### config.mk
export PLATFORM = sky130hd
export DESIGN_NAME = sensor_sample_fold_hash
export DESIGN_NICKNAME = d
export VERILOG_FILES = /design/src/sv/ssfh_pkg.sv /design/src/sv/ssfh_ctrl.sv /design/src/sv/ssfh_dp.sv /design/src/sv/sensor_sample_fold_hash.sv
export SDC_FILE = /design/constraint.sdc
export NUM_CORES = 1
export LEC_CHECK = 0
export BUFFER_PORTS_ARGS = -buffer_cell sky130_fd_sc_hd__buf_2
export CAP_MARGIN = 10
export CORE_ASPECT_RATIO = 1.4
export CORE_MARGIN = 4
export CORE_UTILIZATION = 55
export CTS_CLUSTER_DIAMETER = 200
export DETAILED_ROUTE_END_ITERATION = 7
export GPL_ROUTABILITY_DRIVEN = 0
export PLACE_DENSITY = 0.85
export SKIP_LAST_GASP = 1
export SLEW_MARGIN = 40
export SYNTH_ARGS = -nofsm -noshare
export SYNTH_HDL_FRONTEND = slang
export SYNTH_SLANG_ARGS = --single-unit
### constraint.sdc
create_clock -name i_clk -period 4.6 [get_ports i_clk]
set_clock_uncertainty 0.05 [all_clocks]
set_input_delay 0.69 -clock i_clk [delete_from_list [all_inputs] [get_ports i_clk]]
set_output_delay 0.69 -clock i_clk [all_outputs]
set_load 0.005 [all_outputs]
### src/sv/ssfh_pkg.sv
// Package with constants, types and hash functions of the sample fold hash block.
`default_nettype none

package ssfh_pkg;

    localparam int unsigned SAMPLE_COUNT_DEF = 11;

    localparam int unsigned SAMPLE_W = 10;
    localparam int unsigned HASH_W   = 16;
    localparam int unsigned VALUE_W  = 8;
    localparam int unsigned SPAN_W   = VALUE_W + 1;

    localparam logic [HASH_W-1:0] SAMPLE_SEED = 16'h0B11;
    localparam logic [HASH_W-1:0] DELTA_SEED  = 16'hB10C;
    localparam logic [HASH_W-1:0] NAME_SEED   = 16'h0C11;

    localparam logic [VALUE_W-1:0] MIN_RESET = 8'd1;
    localparam logic [VALUE_W-1:0] MAX_RESET = 8'd20;

    localparam int unsigned DELTA_ROT = 5;
    localparam int unsigned NAME_ROT  = 9;
    localparam int unsigned FOLD_A    = 8;
    localparam int unsigned FOLD_B    = 4;
    localparam int unsigned FOLD_C    = 11;

    localparam int unsigned DIV_STEPS = HASH_W;
    localparam int unsigned DIV_CNT_W = $clog2(DIV_STEPS);

    localparam int unsigned APB_DATA_W = 32;
    localparam int unsigned APB_ADDR_W = 4;
    localparam int unsigned REG_IDX_W  = 2;

    localparam logic [REG_IDX_W-1:0] REG_NAME_HASH = 2'd0;
    localparam logic [REG_IDX_W-1:0] REG_MIN_VALUE = 2'd1;
    localparam logic [REG_IDX_W-1:0] REG_MAX_VALUE = 2'd2;

    typedef struct packed {
        logic acc_en;
        logic first;
        logic fold;
        logic div_step;
        logic out_load;
    } t_dp_cmd;

    function automatic logic [HASH_W-1:0] rotl5(input logic [HASH_W-1:0] v);
        rotl5 = {v[HASH_W-1-DELTA_ROT:0], v[HASH_W-1:HASH_W-DELTA_ROT]};
    endfunction

    function automatic logic [HASH_W-1:0] rotl9(input logic [HASH_W-1:0] v);
        rotl9 = {v[HASH_W-1-NAME_ROT:0], v[HASH_W-1:HASH_W-NAME_ROT]};
    endfunction

    function automatic logic [HASH_W-1:0] fold_hash(input logic [HASH_W-1:0] v);
        logic [HASH_W-1:0] c;
        c = v;
        c = c ^ (c >> FOLD_A);
        c = c ^ (c >> FOLD_B);
        c = c ^ (c >> FOLD_C);
        fold_hash = c;
    endfunction

endpackage

`default_nettype wire

### src/sv/ssfh_ctrl.sv
// Controller state machine that sequences accumulation, folding, reduction and output.
`default_nettype none

module ssfh_ctrl #(
    parameter int unsigned SAMPLE_COUNT = ssfh_pkg::SAMPLE_COUNT_DEF
) (
    input  wire logic             i_clk,
    input  wire logic             i_rst_n,
    input  wire logic             i_in_valid,
    output logic                  o_in_stall,
    output logic                  o_out_valid,
    input  wire logic             i_out_stall,
    output ssfh_pkg::t_dp_cmd     o_cmd
);
    import ssfh_pkg::*;

    localparam int unsigned CNT_W = $clog2(SAMPLE_COUNT + 1);

    typedef enum logic [1:0] {
        S_IDLE,
        S_FOLD,
        S_DIV,
        S_OUT
    } t_state;

    t_state                r_state, n_state;
    logic [CNT_W-1:0]      r_seen, n_seen;
    logic [DIV_CNT_W-1:0]  r_cnt, n_cnt;
    logic                  r_out_valid, n_out_valid;
    logic                  w_accept;
    logic                  w_last;
    logic                  w_out_free;

    assign w_accept   = i_in_valid && (r_state == S_IDLE);
    assign w_last     = (r_seen == CNT_W'(SAMPLE_COUNT - 1));
    assign w_out_free = !r_out_valid || !i_out_stall;

    always_comb begin
        n_state     = r_state;
        n_seen      = r_seen;
        n_cnt       = r_cnt;
        n_out_valid = r_out_valid && i_out_stall;
        o_cmd       = '0;
        o_cmd.first = (r_seen == '0);
        case (r_state)
            S_IDLE: begin
                if (w_accept) begin
                    o_cmd.acc_en = 1'b1;
                    if (w_last) begin
                        n_seen  = '0;
                        n_state = S_FOLD;
                    end else begin
                        n_seen = r_seen + CNT_W'(1);
                    end
                end
            end
            S_FOLD: begin
                o_cmd.fold = 1'b1;
                n_cnt      = DIV_CNT_W'(DIV_STEPS - 1);
                n_state    = S_DIV;
            end
            S_DIV: begin
                o_cmd.div_step = 1'b1;
                n_cnt          = r_cnt - DIV_CNT_W'(1);
                if (r_cnt == '0) begin
                    n_state = S_OUT;
                end
            end
            S_OUT: begin
                if (w_out_free) begin
                    o_cmd.out_load = 1'b1;
                    n_out_valid    = 1'b1;
                    n_state        = S_IDLE;
                end
            end
            default: begin
                n_state = S_IDLE;
            end
        endcase
    end

    always_ff @(posedge i_clk) begin
        if (!i_rst_n) begin
            r_state     <= S_IDLE;
            r_seen      <= '0;
            r_cnt       <= '0;
            r_out_valid <= 1'b0;
        end else begin
            r_state     <= n_state;
            r_seen      <= n_seen;
            r_cnt       <= n_cnt;
            r_out_valid <= n_out_valid;
        end
    end

    assign o_in_stall  = (r_state != S_IDLE);
    assign o_out_valid = r_out_valid;

endmodule

`default_nettype wire

### src/sv/ssfh_dp.sv
// Datapath with the two Horner accumulators, the fold and the bit-serial range reduction.
`default_nettype none

module ssfh_dp (
    input  wire logic                           i_clk,
    input  wire logic                           i_rst_n,
    input  wire ssfh_pkg::t_dp_cmd              i_cmd,
    input  wire logic [ssfh_pkg::SAMPLE_W-1:0]  i_sample,
    input  wire logic [ssfh_pkg::HASH_W-1:0]    i_name_hash,
    input  wire logic [ssfh_pkg::VALUE_W-1:0]   i_min_value,
    input  wire logic [ssfh_pkg::VALUE_W-1:0]   i_max_value,
    output logic [ssfh_pkg::VALUE_W-1:0]        o_result_value
);
    import ssfh_pkg::*;

    logic [HASH_W-1:0]   r_sample_acc;
    logic [HASH_W-1:0]   r_delta_acc;
    logic [SAMPLE_W-1:0] r_prev;
    logic [HASH_W-1:0]   r_c;
    logic [SPAN_W-1:0]   r_span;
    logic                r_inv;
    logic [VALUE_W-1:0]  r_rem;
    logic [VALUE_W-1:0]  r_result;

    logic [SAMPLE_W-1:0] w_delta;
    logic [HASH_W-1:0]   w_sample_next;
    logic [HASH_W-1:0]   w_delta_next;
    logic [HASH_W-1:0]   w_mix;
    logic [SPAN_W-1:0]   w_trial;
    logic [SPAN_W-1:0]   w_sum;
    logic [VALUE_W-1:0]  w_value;

    always_comb begin
        if (i_cmd.first) begin
            w_delta = '0;
        end else if (i_sample > r_prev) begin
            w_delta = i_sample - r_prev;
        end else begin
            w_delta = r_prev - i_sample;
        end
    end

    // Multiplying by 257 is the value plus itself shifted by one byte.
    assign w_sample_next = r_sample_acc + (r_sample_acc << 8) + HASH_W'(i_sample);
    assign w_delta_next  = r_delta_acc + (r_delta_acc << 8) + HASH_W'(w_delta);

    assign w_mix = fold_hash(r_sample_acc ^ rotl5(r_delta_acc) ^ rotl9(i_name_hash));

    assign w_trial = {r_rem, r_c[HASH_W-1]};

    assign w_sum = SPAN_W'(i_min_value) + SPAN_W'(r_rem);

    always_comb begin
        if (r_inv) begin
            w_value = i_max_value;
        end else if (w_sum > SPAN_W'(i_max_value)) begin
            w_value = i_max_value;
        end else begin
            w_value = w_sum[VALUE_W-1:0];
        end
    end

    always_ff @(posedge i_clk) begin
        if (!i_rst_n) begin
            r_sample_acc <= SAMPLE_SEED;
            r_delta_acc  <= DELTA_SEED;
            r_prev       <= '0;
        end else if (i_cmd.acc_en) begin
            r_sample_acc <= w_sample_next;
            r_delta_acc  <= w_delta_next;
            r_prev       <= i_sample;
        end else if (i_cmd.fold) begin
            r_sample_acc <= SAMPLE_SEED;
            r_delta_acc  <= DELTA_SEED;
            r_prev       <= '0;
        end
        if (i_cmd.fold) begin
            r_c    <= w_mix;
            r_span <= SPAN_W'(i_max_value) - SPAN_W'(i_min_value) + SPAN_W'(1);
            r_inv  <= (i_max_value < i_min_value);
            r_rem  <= '0;
        end else if (i_cmd.div_step) begin
            r_c <= r_c << 1;
            if (w_trial >= r_span) begin
                r_rem <= VALUE_W'(w_trial - r_span);
            end else begin
                r_rem <= w_trial[VALUE_W-1:0];
            end
        end
        if (i_cmd.out_load) begin
            r_result <= w_value;
        end
    end

    assign o_result_value = r_result;

endmodule

`default_nettype wire

### src/sv/sensor_sample_fold_hash.sv
// Top level of the sample fold hash block with its register port.
// Samples before the last of a run go back to back.
// The last sample of a run stalls the input through the fold state, the steps of the bit-serial
// remainder unit and the output state, longer if the output is stalled.
// The result valid is registered and rises when the output state loads the result.
// Synchronous active-low reset restores the accumulators, registers and output valid.
`default_nettype none

module sensor_sample_fold_hash #(
    parameter int unsigned SAMPLE_COUNT = ssfh_pkg::SAMPLE_COUNT_DEF
) (
    input  wire logic                             i_clk,
    input  wire logic                             i_rst_n,
    input  wire logic                             i_in_valid,
    output logic                                  o_in_stall,
    input  wire logic [ssfh_pkg::SAMPLE_W-1:0]    i_sample,
    output logic                                  o_out_valid,
    input  wire logic                             i_out_stall,
    output logic [ssfh_pkg::VALUE_W-1:0]          o_result_value,
    input  wire logic                             psel,
    input  wire logic                             penable,
    input  wire logic                             pwrite,
    input  wire logic [ssfh_pkg::APB_ADDR_W-1:0]  paddr,
    input  wire logic [ssfh_pkg::APB_DATA_W-1:0]  pwdata,
    output logic [ssfh_pkg::APB_DATA_W-1:0]       prdata,
    output logic                                  pready
);
    import ssfh_pkg::*;

    logic [HASH_W-1:0]    r_name_hash;
    logic [VALUE_W-1:0]   r_min_value;
    logic [VALUE_W-1:0]   r_max_value;
    logic [REG_IDX_W-1:0] w_idx;
    logic                 w_write;
    t_dp_cmd              w_cmd;

    assign pready  = 1'b1;
    assign w_idx   = paddr[APB_ADDR_W-1:APB_ADDR_W-REG_IDX_W];
    assign w_write = psel && penable && pwrite && pready;

    always_ff @(posedge i_clk) begin
        if (!i_rst_n) begin
            r_name_hash <= NAME_SEED;
            r_min_value <= MIN_RESET;
            r_max_value <= MAX_RESET;
        end else if (w_write) begin
            case (w_idx)
                REG_NAME_HASH: r_name_hash <= pwdata[HASH_W-1:0];
                REG_MIN_VALUE: r_min_value <= pwdata[VALUE_W-1:0];
                REG_MAX_VALUE: r_max_value <= pwdata[VALUE_W-1:0];
                default: begin
                end
            endcase
        end
    end

    always_comb begin
        case (w_idx)
            REG_NAME_HASH: prdata = APB_DATA_W'(r_name_hash);
            REG_MIN_VALUE: prdata = APB_DATA_W'(r_min_value);
            REG_MAX_VALUE: prdata = APB_DATA_W'(r_max_value);
            default:       prdata = '0;
        endcase
    end

    ssfh_ctrl #(
        .SAMPLE_COUNT (SAMPLE_COUNT)
    ) u_ctrl (
        .i_clk       (i_clk),
        .i_rst_n     (i_rst_n),
        .i_in_valid  (i_in_valid),
        .o_in_stall  (o_in_stall),
        .o_out_valid (o_out_valid),
        .i_out_stall (i_out_stall),
        .o_cmd       (w_cmd)
    );

    ssfh_dp u_dp (
        .i_clk          (i_clk),
        .i_rst_n        (i_rst_n),
        .i_cmd          (w_cmd),
        .i_sample       (i_sample),
        .i_name_hash    (r_name_hash),
        .i_min_value    (r_min_value),
        .i_max_value    (r_max_value),
        .o_result_value (o_result_value)
    );

endmodule

`default_nettype wire

==> results.tsv <==
metric	value	unit
run status	complete, no violations	
Max Cap Violations	0	
width of the chip	121	µm
Syn. warnings	0	
hold_buf cts	0	
die height	167	µm
Port-buffer cells	60	
Place WS	-430	ps
post-synth top area share	18.8	%
Reg clk slew, reported paths	60	ps
post-CTS resize count	0	
worst endpoint required time	4900	ps
row count	57	
Area Growth Syn to Fin	14.5	%
Critical-path top delay cell	fa_1	
CP max FO	3	
leakage power	4.95	nW
final setup violation count	0	
layout cells sized above 1	15.6	%
PnR Total Power	0.00451	W
Top delay family on crit path	compound AO/OA/AOI/OAI gates	
final period utilization	96.3	%
post-route antenna net violation count	0	
Avg Inst Size Synth	8.96	µm²
total gr overflow	0	
Buf/Inv on CP	4	
GRT Overall Usage	24.9	%
Synth area leader	dfxtp_1	
DRC viols	0	
initial core utilization	56.4	%
cts bufs inserted	17	
setup tns final	0	ps
headroom to the max-slew limit	49.6	%
leading cell types in the layout, fill and taps excluded	118 x ha_1, 94 x nand2_1, 93 x dfxtp_1	
non-filler cells, final	1439	
HPWL Detailed	18600	µm
cell repeated most along the worst path	inv_1	
Post-synth ARST share	0	%
Final Critical Period	4430	ps
synthesized flop and latch total	127	
slowest stage delay, CP	460	ps
Synth Instances	1105	
DR vias	8246	
first-pass GRT wire length	40400	µm
crit path cell chain	buf_2, inv_1, ha_1, inv_1, fa_1, a21o_1, a21oi_2, nor2_1, o21ai_2, mux2i_1, xor2_1, nor2_1, ha_1, inv_1, fa_1, nor2b_2, o31ai_2, a211o_1, a21oi_2, mux2i_1, a31oi_1, a31oi_1	
vias in the first global route	8475	
antenna cell count	0	
critical path arrival	4730	ps
CTS H-tree lvls	4	
synthesized cell area	0.00990	mm²
PnR worst setup slack	168	ps
Vias/cell	5.73	
Cell variety after synth	71	
Worst Hold Class	flop to flop	
Layout fillers	1372	
Final #Nets	1378	
Multi-input gate area	0.00653	mm²
Core Region	0.0175	mm²
ranking of synthesized cells by area	dfxtp_1 19%, ha_1 15%, edfxtp_1 10%	
fmax	226	MHz
register area	0.00288	mm²
commonest non-fill, non-tap cell in the layout	ha_1	
Ports	96	
Main synth FF type	dfxtp_1	
unrepaired setup endpoints after global routing	true	
placed insts	1406	
PwrDens	398	mW/mm²
Crit. End Element	flop	
Final Hold Fails	0	
antenna violations before repair	0	
post-CTS setup buffers	0	
largest net degree at the start of global routing	53	
CTS tree	built	
Clk Latency, worst-skew pair	430	ps
number of synthesized flops with an enable pin	34	
max-slew violations	0	
Pre-antenna DRT Iters	5	
CP Launch Type	input port	
Tightest Pin Transition	756	ps
critical path type	input port to flop	
final WL	24700	µm
WL/cell	17.2	µm
Worst VDD drop	0.246	mV
starting DRC count in detailed routing	503	
Root Buffer	clkbuf_16	
DIE AREA	0.0202	mm²
clk sinks	127	
register area share after synthesis	29.1	%
Longest Clk Path Bufs	2	
[worst paths after layout]
| check | slack (ps) | from | cells after the start | to |
|---|---|---|---|---|
| max | 170 | i_sample[0] | 22 | u_dp.r_delta_acc[15] |
| min | 440 | r_name_hash[2] | 2 | r_name_hash[2] |
| max reg2reg | 270 | u_dp.r_prev[0] | 20 | u_dp.r_delta_acc[15] |
| min reg2reg | 440 | r_name_hash[2] | 2 | r_name_hash[2] |
[layout make-up]
cell class,instances,share of cell area (%)
multi-input combinational,847,57.7
sequential,127,25.4
timing repair buffer,107,5.78
clock buffer,18,3.88
inverter,90,2.98
tap,236,2.61
clock inverter,14,1.67
[through the flow]
stage                     cell area (µm²)  utilization, %  hold slack (ps)
after CTS                           11200            64.1              434
after global placement              10600            60.5              420
after floorplan                      9960               -              402
after global routing                11300            64.6              450
after detailed placement            10600            60.5              426
final                               11300            64.6              436
[synth_stat cells (5+ instances only)]
| master | n |
|---|---|
| o211ai_1 | 5 |
| o21ai_0 | 38 |
| a21boi_0 | 19 |
| mux2_2 | 6 |
| clkbuf_1 | 29 |
| xnor2_2 | 6 |
| mux2_4 | 7 |
| nor3_1 | 15 |
| nand2_1 | 95 |
| o21ai_1 | 22 |
| xor2_1 | 31 |
| a21o_1 | 18 |
| or3_1 | 13 |
| a211oi_1 | 9 |
| nor3b_1 | 8 |
| o21bai_1 | 10 |
| ha_1 | 121 |
| inv_1 | 90 |
| nand3b_1 | 11 |
| edfxtp_1 | 34 |
| nor2_1 | 68 |
| xnor2_1 | 56 |
| mux2i_1 | 42 |
| and3_1 | 8 |
| a21boi_1 | 11 |
| dfxtp_1 | 93 |
| o21a_1 | 13 |
| fa_1 | 14 |
| buf_4 | 19 |
| o31ai_1 | 5 |
| nand3_1 | 12 |
| a21oi_1 | 52 |
| buf_1 | 6 |
| and2_1 | 20 |
| a31oi_1 | 7 |
| nand2b_1 | 11 |
| nor2b_1 | 27 |
[per-layer routing]
layer	wire [µm]	track usage, %	vias up
li1	-	-	3960
met1	9200	26.0	3945
met2	13300	46.5	260
met3	1110	4.65	81
met4	1180	12.4	0
met5	0	0	-
[power by group]
group / total (W) / internal [W] / switching, W
logic: 0.00171 / 0.000810 / 0.000902
clock network: 0.00145 / 0.000919 / 0.000530
registers: 0.00135 / 0.00123 / 0.000123
total: 0.00451 / 0.00296 / 0.00155
[worst reg2reg max path, cell delays in order (launching register included)]
cell	delay [ps]
dfxtp_1	330
ha_1	160
inv_1	50
fa_1	390
a21o_1	210
a21oi_2	170
nor2_1	70
o21ai_2	210
mux2i_1	300
xor2_1	170
nor2_1	50
ha_1	300
inv_1	60
fa_1	460
nor2b_2	190
o31ai_2	90
a211o_1	330
a21oi_2	210
mux2i_1	220
a31oi_1	110
a31oi_1	150
[state kept, by name (all words and copies together), names as in the netlist, 2 cells and up]
signal,flops
u_dp.r_rem,8
r_name_hash,16
u_ctrl.r_state,2
u_dp.r_sample_acc,16
u_dp.r_delta_acc,16
u_dp.o_result_value,8
u_dp.r_c,16
r_min_value,8
u_dp.r_span,9
u_dp.r_prev,10
u_ctrl.r_seen,4
u_ctrl.r_cnt,4
r_max_value,8
[kinds of logic after synthesis]
logic type / count (synthesis) / share of synthesized area (%)
flip-flops: 127 / 29.1
multiplexers: 57 / 6.22
XOR/XNOR: 93 / 8.68
AO/OA/AOI/OAI: 244 / 16.4
buffers and inverters: 146 / 6.34
AND/OR/NAND/NOR: 301 / 15.0
adder cells (fa/ha/maj): 135 / 18.1
other: 2 / 0.0759
Power figures use the tool's default switching activity.
